==> src/rtl/glyph_atlas_column_allocator_core_assert.svh <==
// ----------------------------------------------------------------------------
// glyph atlas column allocator assertion macros
// shared concurrent assertion forms, clocked on clk and disabled in reset
// ----------------------------------------------------------------------------
`ifndef GLYPH_ATLAS_COLUMN_ALLOCATOR_CORE_ASSERT_SVH
`define GLYPH_ATLAS_COLUMN_ALLOCATOR_CORE_ASSERT_SVH

// property that holds at every clock edge
`define GACA_ASSERT_ALWAYS(label, expr, msg) \
    label: assert property (@(posedge clk) disable iff (!rst_n) (expr)) else $error(msg);

// consequent checked in the cycle after the antecedent
`define GACA_ASSERT_NEXT(label, ante, cons, msg) \
    label: assert property (@(posedge clk) disable iff (!rst_n) (ante) |=> (cons)) else $error(msg);

`endif

==> src/rtl/gaca_pkg.sv <==
// ----------------------------------------------------------------------------
// gaca_pkg
// shared types, widths and parameter defaults of the glyph atlas allocator
// ----------------------------------------------------------------------------
package gaca_pkg;

    localparam int DIM_W  = 11;
    localparam int KEY_W  = 36;
    localparam int NEED_W = 12;

    localparam int TEXTURE_SIZE_DEF = 1024;
    localparam int PAD_DEF          = 1;
    localparam int SIZE_STEP_DEF    = 8;
    localparam int MAX_COLUMNS_DEF  = 64;
    localparam int MAX_GLYPHS_DEF   = 256;

    typedef enum logic [1:0] {
        ST_HIT   = 2'd0,
        ST_OLD   = 2'd1,
        ST_NEW   = 2'd2,
        ST_FULL  = 2'd3
    } status_t;

    typedef logic [KEY_W-1:0] key_t;

    typedef struct packed {
        logic [DIM_W-1:0] x;
        logic [DIM_W-1:0] y;
        logic [DIM_W-1:0] w;
        logic [DIM_W-1:0] h;
    } region_t;

    typedef struct packed {
        logic    load;
        logic    idx_clr;
        logic    idx_inc;
        logic    x_add;
        logic    place_old;
        logic    place_new;
        logic    emit;
        status_t code;
    } gaca_cmd_t;

    typedef struct packed {
        logic key_end;
        logic key_match;
        logic glyph_full;
        logic col_end;
        logic col_fit;
        logic new_ok;
        logic out_free;
    } gaca_sts_t;

endpackage

==> src/rtl/gaca_ctrl.sv <==
// ----------------------------------------------------------------------------
// gaca_ctrl
// request sequencer: key store scan, column scan, placement and result
// ----------------------------------------------------------------------------
module gaca_ctrl (
    input  logic                clk,
    input  logic                rst_n,
    input  logic                req_valid,
    output logic                req_stall,
    output gaca_pkg::gaca_cmd_t cmd,
    input  gaca_pkg::gaca_sts_t sts
);

    typedef enum logic [2:0] {
        S_IDLE,
        S_KREAD,
        S_KCMP,
        S_MISS,
        S_CREAD,
        S_CCMP
    } state_t;

    state_t state_reg;
    state_t state_next;

    assign req_stall = (state_reg != S_IDLE);

    always_comb
    begin
        state_next = state_reg;
        cmd        = '0;
        cmd.code   = gaca_pkg::ST_HIT;
        case (state_reg)
            S_IDLE:
            begin
                if (req_valid)
                begin
                    cmd.load    = 1'b1;
                    cmd.idx_clr = 1'b1;
                    state_next  = S_KREAD;
                end
            end
            S_KREAD:
            begin
                state_next = sts.key_end ? S_MISS : S_KCMP;
            end
            S_KCMP:
            begin
                if (sts.key_match)
                begin
                    if (sts.out_free)
                    begin
                        cmd.emit   = 1'b1;
                        cmd.code   = gaca_pkg::ST_HIT;
                        state_next = S_IDLE;
                    end
                end
                else
                begin
                    cmd.idx_inc = 1'b1;
                    state_next  = S_KREAD;
                end
            end
            S_MISS:
            begin
                if (sts.glyph_full)
                begin
                    if (sts.out_free)
                    begin
                        cmd.emit   = 1'b1;
                        cmd.code   = gaca_pkg::ST_FULL;
                        state_next = S_IDLE;
                    end
                end
                else
                begin
                    cmd.idx_clr = 1'b1;
                    state_next  = S_CREAD;
                end
            end
            S_CREAD:
            begin
                if (!sts.col_end)
                begin
                    state_next = S_CCMP;
                end
                else if (sts.out_free)
                begin
                    cmd.emit = 1'b1;
                    if (sts.new_ok)
                    begin
                        cmd.place_new = 1'b1;
                        cmd.code      = gaca_pkg::ST_NEW;
                    end
                    else
                    begin
                        cmd.code = gaca_pkg::ST_FULL;
                    end
                    state_next = S_IDLE;
                end
            end
            S_CCMP:
            begin
                if (sts.col_fit)
                begin
                    if (sts.out_free)
                    begin
                        cmd.emit      = 1'b1;
                        cmd.place_old = 1'b1;
                        cmd.code      = gaca_pkg::ST_OLD;
                        state_next    = S_IDLE;
                    end
                end
                else
                begin
                    cmd.x_add   = 1'b1;
                    cmd.idx_inc = 1'b1;
                    state_next  = S_CREAD;
                end
            end
            default:
            begin
                state_next = S_IDLE;
            end
        endcase
    end

    always_ff @(posedge clk or negedge rst_n)
    begin
        if (!rst_n)
        begin
            state_reg <= S_IDLE;
        end
        else
        begin
            state_reg <= state_next;
        end
    end

endmodule

==> config.mk <==
export PLATFORM = sky130hd
export DESIGN_NAME = gaca_ctrl
export DESIGN_NICKNAME = d
export VERILOG_FILES = /design/src/rtl/glyph_atlas_column_allocator_core_assert.svh /design/src/rtl/gaca_pkg.sv /design/src/rtl/gaca_ctrl.sv
export SDC_FILE = /design/constraint.sdc
export NUM_CORES = 1
export LEC_CHECK = 0
export BUFFER_PORTS_ARGS = -buffer_cell sky130_fd_sc_hd__buf_2
export CORE_AREA = 2 2 39 41
export DETAILED_ROUTE_END_ITERATION = 7
export DIE_AREA = 0 0 41 43
export GPL_TIMING_DRIVEN = 0
export PLACE_DENSITY_LB_ADDON = 0.1
export SETUP_SLACK_MARGIN = 0.5
export SLEW_MARGIN = 20
export SYNTH_ARGS = -nofsm -noshare
export SYNTH_HDL_FRONTEND = slang
export SYNTH_SLANG_ARGS = --single-unit
==> constraint.sdc <==
create_clock -name clk -period 1.5 [get_ports clk]
set_clock_uncertainty 0.15 [all_clocks]
set_input_delay 0.3 -clock clk [delete_from_list [all_inputs] [get_ports clk]]
set_output_delay 0.3 -clock clk [all_outputs]
set_load 0.01 [all_outputs]
==> results of run 1 <==
## final cells by class
class                      instances  share of cell area
multi-input combinational         37               0.425
buffer                             3              0.0485
timing repair buffer              32               0.323
tap                               16              0.0287
sequential                         3               0.111
inverter                           4              0.0251
clock buffer                       4              0.0377
## stage by stage
stage	hold slack (ns)	setup WS, ns
finish	0.139	-0.324
global route	0.137	-0.376
CTS	0.124	-0.329
detailed placement	-0.0528	-0.0893
global placement	-0.0533	-0.107
floorplan	-0.146	0.0397
## final timing paths
check | start | to | slack, ns | depth (start not counted)
setup reg to reg | state_reg[1] | state_reg[0] | 0.02 | 6
max in group asynchronous | rst_n | state_reg[2] | 0.83 | 2
setup / recovery | state_reg[0] | cmd[8] | -0.32 | 4
min in group asynchronous | rst_n | state_reg[0] | 0.25 | 2
hold reg to reg | state_reg[1] | state_reg[2] | 0.49 | 2
hold / removal | sts[4] | state_reg[2] | 0.14 | 2
## cells in the mapped netlist
| cell | n | area [sq um] |
|---|---|---|
| inv_1 | 4 | 15.0 |
| nor3_1 | 3 | 15.0 |
| or3_4 | 1 | 11.3 |
| nand4b_1 | 2 | 17.5 |
| dfrtp_1 | 3 | 75.1 |
| o211ai_1 | 1 | 7.51 |
| nor2_1 | 3 | 11.3 |
| o41ai_1 | 1 | 8.76 |
| a211o_1 | 1 | 8.76 |
| nand2_1 | 6 | 22.5 |
| o22a_1 | 1 | 8.76 |
| buf_4 | 1 | 7.51 |
| a21o_1 | 1 | 7.51 |
| nor4_1 | 1 | 6.26 |
| nand4_1 | 1 | 6.26 |
| nand3b_1 | 2 | 15.0 |
| a21oi_1 | 5 | 25.0 |
| o21a_1 | 2 | 15.0 |
| buf_6 | 2 | 22.5 |
| or3_1 | 1 | 6.26 |
| nand3_1 | 1 | 5.00 |
| mux2i_1 | 1 | 10.0 |
| nor2b_1 | 1 | 6.26 |
| nor3b_1 | 1 | 7.51 |
| o21ai_0 | 1 | 5.00 |
## power by group through the flow
stage	sequential [mW]	combinational, mW	clock [mW]
floorplan	0.159	0.494	0
global placement	0.175	0.651	0
global route	0.194	1.06	0.153
finish	0.186	0.980	0.140
detailed placement	0.171	0.643	0
CTS	0.170	0.844	0.149
## cells in the final DEF (no fill, tap or decap), types with 2 or more instances in the layout
master	instances
buf_2	16
buf_6	9
buf_4	9
nand2_1	5
a21oi_2	3
clkbuf_4	3
or3_4	2
nor2_2	2
nand4b_1	2
inv_1	2
nor3_2	2
nand3b_1	2
a21oi_1	2
o21a_1	2
dfrtp_2	2
## metal layers
layer / vias up / GRT usage / share of wire
met5: - / 0 / 0
met4: 0 / 0.0400 / 0
met3: 0 / 0.0471 / 0.032
met2: 10 / 0.213 / 0.54
met1: 232 / 0.194 / 0.42
li1: 243 / - / -
## what timing repair did
item	4_1_cts	5_1_grt
hold endpoints to repair	3	0
cloned	0	1
pin swaps	7	6
setup endpoints to repair	13	13
setup buffers	9	2
hold buffers	1	0
gates resized for setup	6	14
## kinds of logic after synthesis
family	count (synthesis)	synth area share
AOI/OAI and AO/OA	13	0.249
buffers and inverters	7	0.130
muxes	1	0.0289
and+or+nand+nor	23	0.375
DFF	3	0.217
==> impl_results.rst, run 1 <==
.. list-table::
   :header-rows: 1

   * - Metric
     - Value
   * - Number of violations of the max-capacitance limit
     - 0
   * - Final Hold Violating Endpoints
     - 0
   * - Post-Synthesis Mean Instance Area
     - 7.37 sq um
   * - Clock network latency to the later pin of the worst-skew pair
     - 0.23 ns
   * - Setup repair after global routing missed its margin
     - true
   * - Maximum fanout encountered on the critical timing path
     - 4
   * - CP delay by family, top
     - simple AND/OR/NAND/NOR gates
   * - Core outline area
     - 0.00138 sq mm
   * - Net Sw Frac
     - 0.411
   * - Core Rows
     - 14
   * - Starting DRT DRC Count
     - 7
   * - Number of storage elements in the synthesis netlist
     - 3
   * - Cell area after technology mapping
     - 347 sq um
   * - Die Outline Area
     - 0.00176 sq mm
   * - Level count of the clock H-tree
     - 1
   * - Cell count after placement
     - 82
   * - Max Fclk
     - 548 MHz
   * - Leakage power of the design
     - 0.341 nW
   * - Part of the total power dissipated in combinational logic
     - 0.750
   * - Global-route wire length before repair
     - 1780 microns
   * - Fin. max-slew vios
     - 0
   * - Antenna Diode Count
     - 0
   * - HPWL after detailed placement
     - 752 microns
   * - Library cells used by synthesis
     - 25
   * - Fill cells
     - 147
   * - Routed WL per cell
     - 11.7 microns
   * - CP cell instances
     - buf_4 > or3_4 > nor2_4 > buf_6
   * - Layout overhead on the synthesized area
     - 101%
   * - Combined area of the multi-input logic cells
     - 297 sq um
   * - Yosys synthesis warning count
     - 0
   * - Clock tree from TritonCTS
     - yes
   * - Fraction of final layout cells with drive strength greater than 1
     - 0.663
   * - Cell Int Power
     - 0.769 mW
   * - Vert. Die Dim
     - 43 microns
   * - Detail Route Antenna Nets
     - 0
   * - TritonRoute pass-1 iters
     - 4
   * - Minimum clock period
     - 1.82 ns
   * - Headroom to the max-slew limit
     - 0.847
   * - Post-route core utilization
     - 0.504
   * - Buf+Inv Stages, Crit Path
     - 2
   * - Transition at the pin with the smallest max-transition slack
     - 0.228 ns
   * - Via count of the first global-routing pass
     - 435
   * - Part of the power in the clock network
     - 0.108
   * - Detailed-route DRC error count
     - 0
   * - CTS sink count
     - 3
   * - Count of final setup violators
     - 10
   * - Per-cell via count in the routed design
     - 4.90
   * - Sequential area share after synthesis
     - 0.217
   * - Peak per-stage delay on the critical path
     - 0.40 ns
   * - Die width
     - 41 microns
   * - Sum of routed wire length over all layers
     - 1160 microns
   * - Number of input and output port buffers inserted
     - 19
   * - Grt total ovfl
     - 0
   * - Worst ir drop on vdd
     - 0.995 mV
   * - Endpoint kind of the worst setup timing path
     - output pin
   * - Root buffer cell
     - clkbuf_4
   * - Post-route setup slack
     - -0.324 ns
   * - Worst setup SP type
     - register
   * - Final Cycle Share
     - 1.22
   * - Maximum number of pins on one net before global-route repair
     - 10
   * - CP max-delay cell
     - or3_4
   * - Flip-flop count of the largest register, all copies and words added
     - 3
   * - I/O pins
     - 20
   * - Overall fraction of global-route tracks in use
     - 0.144
   * - Number of clock buffers inserted by TritonCTS
     - 3
   * - Outcome
     - finished with violations
   * - Post-Syn Instances
     - 47
   * - Initial cell density of the core
     - 0.250
   * - Summed negative setup slack over all endpoints
     - -2.37 ns
   * - Total vias in the final route
     - 485
   * - Number of antenna violations at the first check in global routing
     - 0
   * - Gpl congestion
     - 0.714
   * - Sequential Area
     - 77.6 sq um
   * - PD cells
     - 1880 mW/mm^2
   * - Power spent charging and discharging nets
     - 0.538 mW
   * - Failing checks
     - setup timing
   * - CTS max path bufs
     - 2
   * - Classification of the worst-slack hold path
     - in2reg
   * - Non-Filler Cell Area, Final
     - 697 sq um
   * - Net count after synthesis
     - 57
   * - Clk pin slew, worst setup/hold paths
     - 0.04 ns
   * - Required time of the critical path
     - 1.05 ns
   * - NumNets Final
     - 94
   * - Final total power
     - 1.31 mW
   * - Non-filler cells in the finished layout
     - 99
   * - Post-placement cell area
     - 499 sq um
   * - Sequential cell fraction of total power
     - 0.142
   * - Data arrival, critical path
     - 1.37 ns
   * - Type of the worst setup path
     - reg2out
(Power assumes the default switching activity.)
==> run 2, diff against run 1 <==
==> constraint.sdc (replaced) <==
create_clock -name clk -period 2.05 [get_ports clk]
set_clock_uncertainty 0.15 [all_clocks]
set_input_delay 0.41 -clock clk [delete_from_list [all_inputs] [get_ports clk]]
set_output_delay 0.41 -clock clk [all_outputs]
set_load 0.01 [all_outputs]
==> run 2 against run 1 <==
The flow now finishes without violations. Via count did not move. Worst setup slack better by 0.43 ns. Non-clock buffer count did not move. Combinational power down 30%. Design area shrank 7.7%. Critical path type unchanged.
==> impl_results.rst, run 2 (synthesis gave the netlist of run 1 again) <==
.. list-table::
   :header-rows: 1

   * - Metric
     - Value
   * - Outcome
     - finished, final reports clean
   * - Summed negative setup slack over all endpoints
     - 0 ns
   * - Most frequent standard cell in the layout excluding fill and tap cells
     - buf_2
   * - Flip-flop count of the largest register, all copies and words added
     - 3
   * - Worst setup SP type
     - register
   * - Clock network latency to the later pin of the worst-skew pair
     - 0.23 ns
   * - TritonRoute pass-1 iters
     - 4
   * - Core Rows
     - 14
   * - Transition at the pin with the smallest max-transition slack
     - 0.292 ns
   * - Level count of the clock H-tree
     - 1
   * - Headroom to the max-slew limit
     - 0.803
   * - Overall fraction of global-route tracks in use
     - 0.146
   * - Routed WL per cell
     - 12.1 microns
   * - Clk pin slew, worst setup/hold paths
     - 0.04 ns
   * - Count of final setup violators
     - 0
   * - Number of clock buffers inserted by TritonCTS
     - 3
   * - Non-filler cells in the finished layout
     - 99
   * - Number of antenna violations at the first check in global routing
     - 0
   * - I/O pins
     - 20
   * - Global-route wire length before repair
     - 1790 microns
   * - Leakage power of the design
     - 0.330 nW
   * - Initial cell density of the core
     - 0.250
   * - Post-route core utilization
     - 0.465
   * - Non-Filler Cell Area, Final
     - 643 sq um
   * - Detailed-route DRC error count
     - 0
   * - Type of the worst setup path
     - reg2out
   * - Post-placement cell area
     - 478 sq um
   * - Endpoint kind of the worst setup timing path
     - output pin
   * - Starting DRT DRC Count
     - 12
   * - Grt total ovfl
     - 0
   * - Vert. Die Dim
     - 43 microns
   * - Maximum fanout encountered on the critical timing path
     - 4
   * - Setup repair after global routing missed its margin
     - true
   * - Most used cells in the layout excluding fill and tap cells
     - buf_2 (20), buf_4 (10), nand2_1 (5)
   * - Clock tree from TritonCTS
     - yes
   * - Die width
     - 41 microns
   * - Layout overhead on the synthesized area
     - 85.6%
   * - Total vias in the final route
     - 485
   * - Antenna Diode Count
     - 0
   * - Cell count after placement
     - 82
   * - Sum of routed wire length over all layers
     - 1200 microns
   * - Max Fclk
     - 516 MHz
   * - Per-cell via count in the routed design
     - 4.90
   * - Fraction of final layout cells with drive strength greater than 1
     - 0.590
   * - Minimum clock period
     - 1.94 ns
   * - Root buffer cell
     - clkbuf_4
   * - Data arrival, critical path
     - 1.38 ns
   * - Gpl congestion
     - 0.661
   * - Maximum number of pins on one net before global-route repair
     - 10
   * - Required time of the critical path
     - 1.49 ns
   * - NumNets Final
     - 94
   * - Number of violations of the max-capacitance limit
     - 0
   * - Classification of the worst-slack hold path
     - in2reg
   * - Worst ir drop on vdd
     - 0.745 mV
   * - Final Hold Violating Endpoints
     - 0
   * - CTS max path bufs
     - 2
   * - Number of input and output port buffers inserted
     - 19
   * - CTS sink count
     - 3
   * - Place WS
     - 0.334 ns
   * - Die Outline Area
     - 0.00176 sq mm
   * - Final Cycle Share
     - 0.946
   * - Fin. max-slew vios
     - 0
   * - HPWL after detailed placement
     - 762 microns
   * - Core outline area
     - 0.00138 sq mm
   * - Post-route setup slack
     - 0.111 ns
   * - Detail Route Antenna Nets
     - 0
   * - Via count of the first global-routing pass
     - 430
   * - PD cells
     - 1430 mW/mm^2
-- run 2: area by class of cell --
class                           instances  area (sq um)
Sequential cell                         3          76.3
Clock buffer                            4          26.3
Tap cell                               16          20.0
Multi-Input combinational cell         37           273
Fill cell                             143           741
Inverter                                4          17.5
Timing Repair Buffer                   32           196
Buffer                                  3          33.8
-- run 2: power breakdown --
part | switching (mW) | internal, mW | leakage, nW
logic | 0.318 | 0.366 | 0.279
clock network | 0.0299 | 0.0729 | 0.0150
registers | 0.0408 | 0.0923 | 0.0361
-- run 2: repair_timing --
| item | CTS | global route |
|---|---|---|
| gates cloned | 1 | 1 |
| pin swaps | 1 | 6 |
| hold buffers | 1 | 0 |
| endpoints found under the hold margin | 3 | 0 |
| setup buffers | 5 | 5 |
| endpoints found under the setup margin | 10 | 10 |
| gates resized for setup | 1 | 13 |
-- run 2: final timing paths --
| kind | startpoint | endpoint | slack, ns | depth (start not counted) |
|---|---|---|---|---|
| worst max register to register | state_reg[1] | state_reg[0] | 0.60 | 5 |
| min in group asynchronous | rst_n | state_reg[0] | 0.36 | 2 |
| worst max-delay path | state_reg[0] | cmd[8] | 0.11 | 4 |
| worst min register to register | state_reg[1] | state_reg[2] | 0.51 | 2 |
| max in group asynchronous | rst_n | state_reg[1] | 1.28 | 2 |
| worst min-delay path | sts[4] | state_reg[2] | 0.25 | 2 |
-- run 2: metal layers --
layer	part of all wire	track usage	wire [microns]	vias to the layer above
met1	0.42	0.191	507	227
li1	-	-	-	243
met5	0	0	0	-
met3	0.051	0.0471	61	0
met4	0	0.0200	0	0
met2	0.53	0.231	632	15
-- run 2: worst max-delay path, stage by stage (launching register included) --
cell and delay, ns:
dfrtp_1 0.40, buf_4 0.16, or3_4 0.39, nor2_4 0.07, buf_2 0.12
-- run 2: stage by stage --
stage	power, mW	hold WS [ns]
finish	0.920	0.251
global route	0.992	0.254
CTS	0.770	0.235
detailed placement	0.575	0.0594
global placement	0.580	0.0577
floorplan	0.455	-0.0356
==> run 3, diff against run 2 <==
--- a/config.mk
+++ b/config.mk
@@ -5,6 +5,7 @@
 export SDC_FILE = /design/constraint.sdc
 export NUM_CORES = 1
 export LEC_CHECK = 0
+export ABC_AREA = 1
 export BUFFER_PORTS_ARGS = -buffer_cell sky130_fd_sc_hd__buf_2
 export CORE_AREA = 2 2 39 41
 export DETAILED_ROUTE_END_ITERATION = 7
==> run 3 against run 2 <==
Cell count up 5.1%. Global-route usage is 1.7 points lower. Sequential power is 20% lower. Power is 21% lower. Wire length down 16%. Die area unchanged. Design area decreased by 7.8%. Combinational power decreased by 25%. Register-to-register slack improved by 0.05 ns. Synthesized area fell by 5.4%. First-iteration DRC count fell by 58%. Critical path type unchanged. Critical endpoint is now cmd[1]. Largest cell class unchanged.
==> impl_results.rst, run 3 <==
.. list-table::
   :header-rows: 1

   * - Metric
     - Value
   * - Post-route core utilization
     - 0.429
   * - Gpl congestion
     - 0.764
   * - Library cells used by synthesis
     - 19
   * - Grt total ovfl
     - 0
   * - Routed met3 length
     - 48 microns
   * - Die Outline Area
     - 0.00176 sq mm
   * - Yosys synthesis warning count
     - 0
   * - Vert. Die Dim
     - 43 microns
   * - Total vias in the final route
     - 476
   * - Number of input and output port buffers inserted
     - 19
   * - Number of clock buffers inserted by TritonCTS
     - 3
   * - Fin. max-slew vios
     - 0
   * - Max Fclk
     - 541 MHz
   * - Detailed-route DRC error count
     - 0
   * - Leakage power of the design
     - 0.350 nW
   * - Required time of the critical path
     - 1.49 ns
   * - Metal2 WL
     - 515 microns
   * - Data arrival, critical path
     - 1.29 ns
   * - Count of flip-flops with a built-in enable after synthesis
     - 0
   * - Peak per-stage delay on the critical path
     - 0.40 ns
   * - Antenna Diode Count
     - 0
   * - Non-filler cells in the finished layout
     - 104
   * - Post-Synthesis Mean Instance Area
     - 6.19 sq um
   * - Non-Filler Cell Area, Final
     - 593 sq um
   * - Number of storage elements in the synthesis netlist
     - 3
   * - Post-placement cell area
     - 443 sq um
   * - Initial cell density of the core
     - 0.237
   * - Setup repair after global routing missed its margin
     - true
   * - Async set or reset register ratio after synthesis
     - 1.00
   * - Fill cells
     - 167
   * - Count of final setup violators
     - 0
   * - Layout overhead on the synthesized area
     - 80.9%
   * - Overall fraction of global-route tracks in use
     - 0.129
   * - Number of antenna violations at the first check in global routing
     - 0
   * - TritonRoute pass-1 iters
     - 3
   * - Per-cell via count in the routed design
     - 4.58
   * - Cell types occupying the most area after synthesis
     - dfrtp_1 (23%), nand3_1 (14%), nand2_1 (11%)
   * - Routed metal-1 wirelength
     - 438 microns
   * - Top flip-flop cell by instance count after synthesis
     - dfrtp_1
   * - Global-route wire length before repair
     - 1530 microns
   * - Minimum clock period
     - 1.85 ns
   * - Routed WL per cell
     - 9.75 microns
   * - Clock network latency to the later pin of the worst-skew pair
     - 0.24 ns
   * - Root buffer cell
     - clkbuf_4
   * - Level count of the clock H-tree
     - 1
   * - CTS max path bufs
     - 2
   * - Starting DRT DRC Count
     - 5
   * - Core outline area
     - 0.00138 sq mm
   * - Endpoint kind of the worst setup timing path
     - output pin
   * - Fraction of final layout cells with drive strength greater than 1
     - 0.511
   * - Number of violations of the max-capacitance limit
     - 0
   * - Sum of routed wire length over all layers
     - 1010 microns
   * - Maximum fanout encountered on the critical timing path
     - 4
   * - Classification of the worst-slack hold path
     - in2async
   * - Most frequent standard cell in the layout excluding fill and tap cells
     - buf_2
   * - NumNets Final
     - 99
   * - Worst setup SP type
     - register
   * - Final Cycle Share
     - 0.901
   * - Maximum number of pins on one net before global-route repair
     - 7
   * - Core Rows
     - 14
   * - I/O pins
     - 20
   * - Net count after synthesis
     - 63
   * - Commonest cells post-synth
     - nand2_1 (10), nand3_1 (9), inv_1 (8)
   * - CP cell instances
     - inv_2 > nand2_4 > nor2_4 > nand3_4 > o31ai_1 > buf_2
   * - Cell area after technology mapping
     - 328 sq um
   * - Post-Syn Instances
     - 53
   * - Sequential area share after synthesis
     - 0.229
   * - Transition at the pin with the smallest max-transition slack
     - 0.194 ns
   * - Cell type contributing the most total cell area after synthesis
     - dfrtp_1
   * - Outcome
     - finished, final reports clean
   * - Cell count after placement
     - 88
   * - Summed negative setup slack over all endpoints
     - 0 ns
   * - Final Hold Violating Endpoints
     - 0
   * - HPWL after detailed placement
     - 713 microns
   * - CTS sink count
     - 3
   * - Clk pin slew, worst setup/hold paths
     - 0.04 ns
   * - Flip-flop count of the largest register, all copies and words added
     - 3
   * - Detail Route Antenna Nets
     - 0
   * - Most used cells in the layout excluding fill and tap cells
     - buf_2 (19), buf_4 (10), nand2_1 (9)
   * - Final total power
     - 0.724 mW
   * - Die width
     - 41 microns
   * - Top cell type's share of synthesized area
     - 0.229
   * - Clock tree from TritonCTS
     - yes
   * - Cell with the most instances after synthesis
     - nand2_1
   * - PD cells
     - 1220 mW/mm^2
   * - Worst ir drop on vdd
     - 0.469 mV
   * - Type of the worst setup path
     - reg2out
   * - Top Metal Used
     - met4
   * - Headroom to the max-slew limit
     - 0.869
   * - Via count of the first global-routing pass
     - 422
   * - CP max-delay cell
     - dfrtp_1
==> run 3: cell types whose count changed in the layout (fill, tap and decap cells not counted), moves of 3 or more <==
cell,delta
nand3_1,+7
nand2_1,+4
buf_6,-4
inv_1,+6
nor2_1,+4
inv_2,+3
==> run 3: routing by layer <==
metal,up-vias,GRT usage
met2,17,0.209
met3,2,0.0262
li1,245,-
met4,0,0.113
met1,212,0.126
met5,-,0
==> run 3: layout make-up <==
type,count,area [sq um],area share
clock buffers,4,26.3,0.0443
inverters,12,45.0,0.0759
multi-input cells,38,226,0.382
flip-flops and latches,3,75.1,0.127
well taps,16,20.0,0.0338
repair buffers,31,200,0.338
==> run 3: timing repair <==
action,4_1_cts,5_1_grt
hold endpoints to repair,3,0
hold buffers,1,0
endpoints found under the setup margin,10,10
buffers inserted,9,2
pin swaps,3,5
resized for setup,2,2
==> run 3: path summary, 6_finish.rpt <==
path                                   start      endpoint  slack, ns  cells after the start
max in group asynchronous              rst_n  state_reg[1]       1.29                      2
min in group clk                   req_valid  state_reg[0]       0.35                      5
worst max-delay path            state_reg[1]        cmd[1]       0.20                      6
worst min-delay path                   rst_n  state_reg[0]       0.35                      2
worst min register to register  state_reg[1]  state_reg[2]       0.57                      2
worst max register to register  state_reg[1]  state_reg[0]       0.65                     10
==> run 3: report_power, final <==
| group | switching, mW | internal, mW | leakage [nW] |
|---|---|---|---|
| Sequential | 0.0215 | 0.0859 | 0.0371 |
| Clock | 0.0319 | 0.0730 | 0.0150 |
| Combinational | 0.259 | 0.253 | 0.297 |
==> run 3: stage by stage <==
stage / hold slack, ns / worst slack, ns
3_3_place_gp: 0.0570 / 0.379
2_1_floorplan: -0.0356 / 0.521
4_1_cts: 0.336 / 0.204
5_1_grt: 0.334 / 0.122
6_report: 0.348 / 0.202
3_5_place_dp: 0.0574 / 0.383
==> run 3: cells by family after synthesis <==
kind of cell | synth area share
and+or+nand+nor | 0.473
DFF | 0.229
buffers and inverters | 0.137
AOI/OAI and AO/OA | 0.160
==> run 3: critical path, delay by kind of cell, from the launching register on <==
family	cells	cell delay, ns
AND/OR/NAND/NOR	3	0.30
buffers and inverters	2	0.28
flip-flops	1	0.40
AO/OA/AOI/OAI	1	0.07
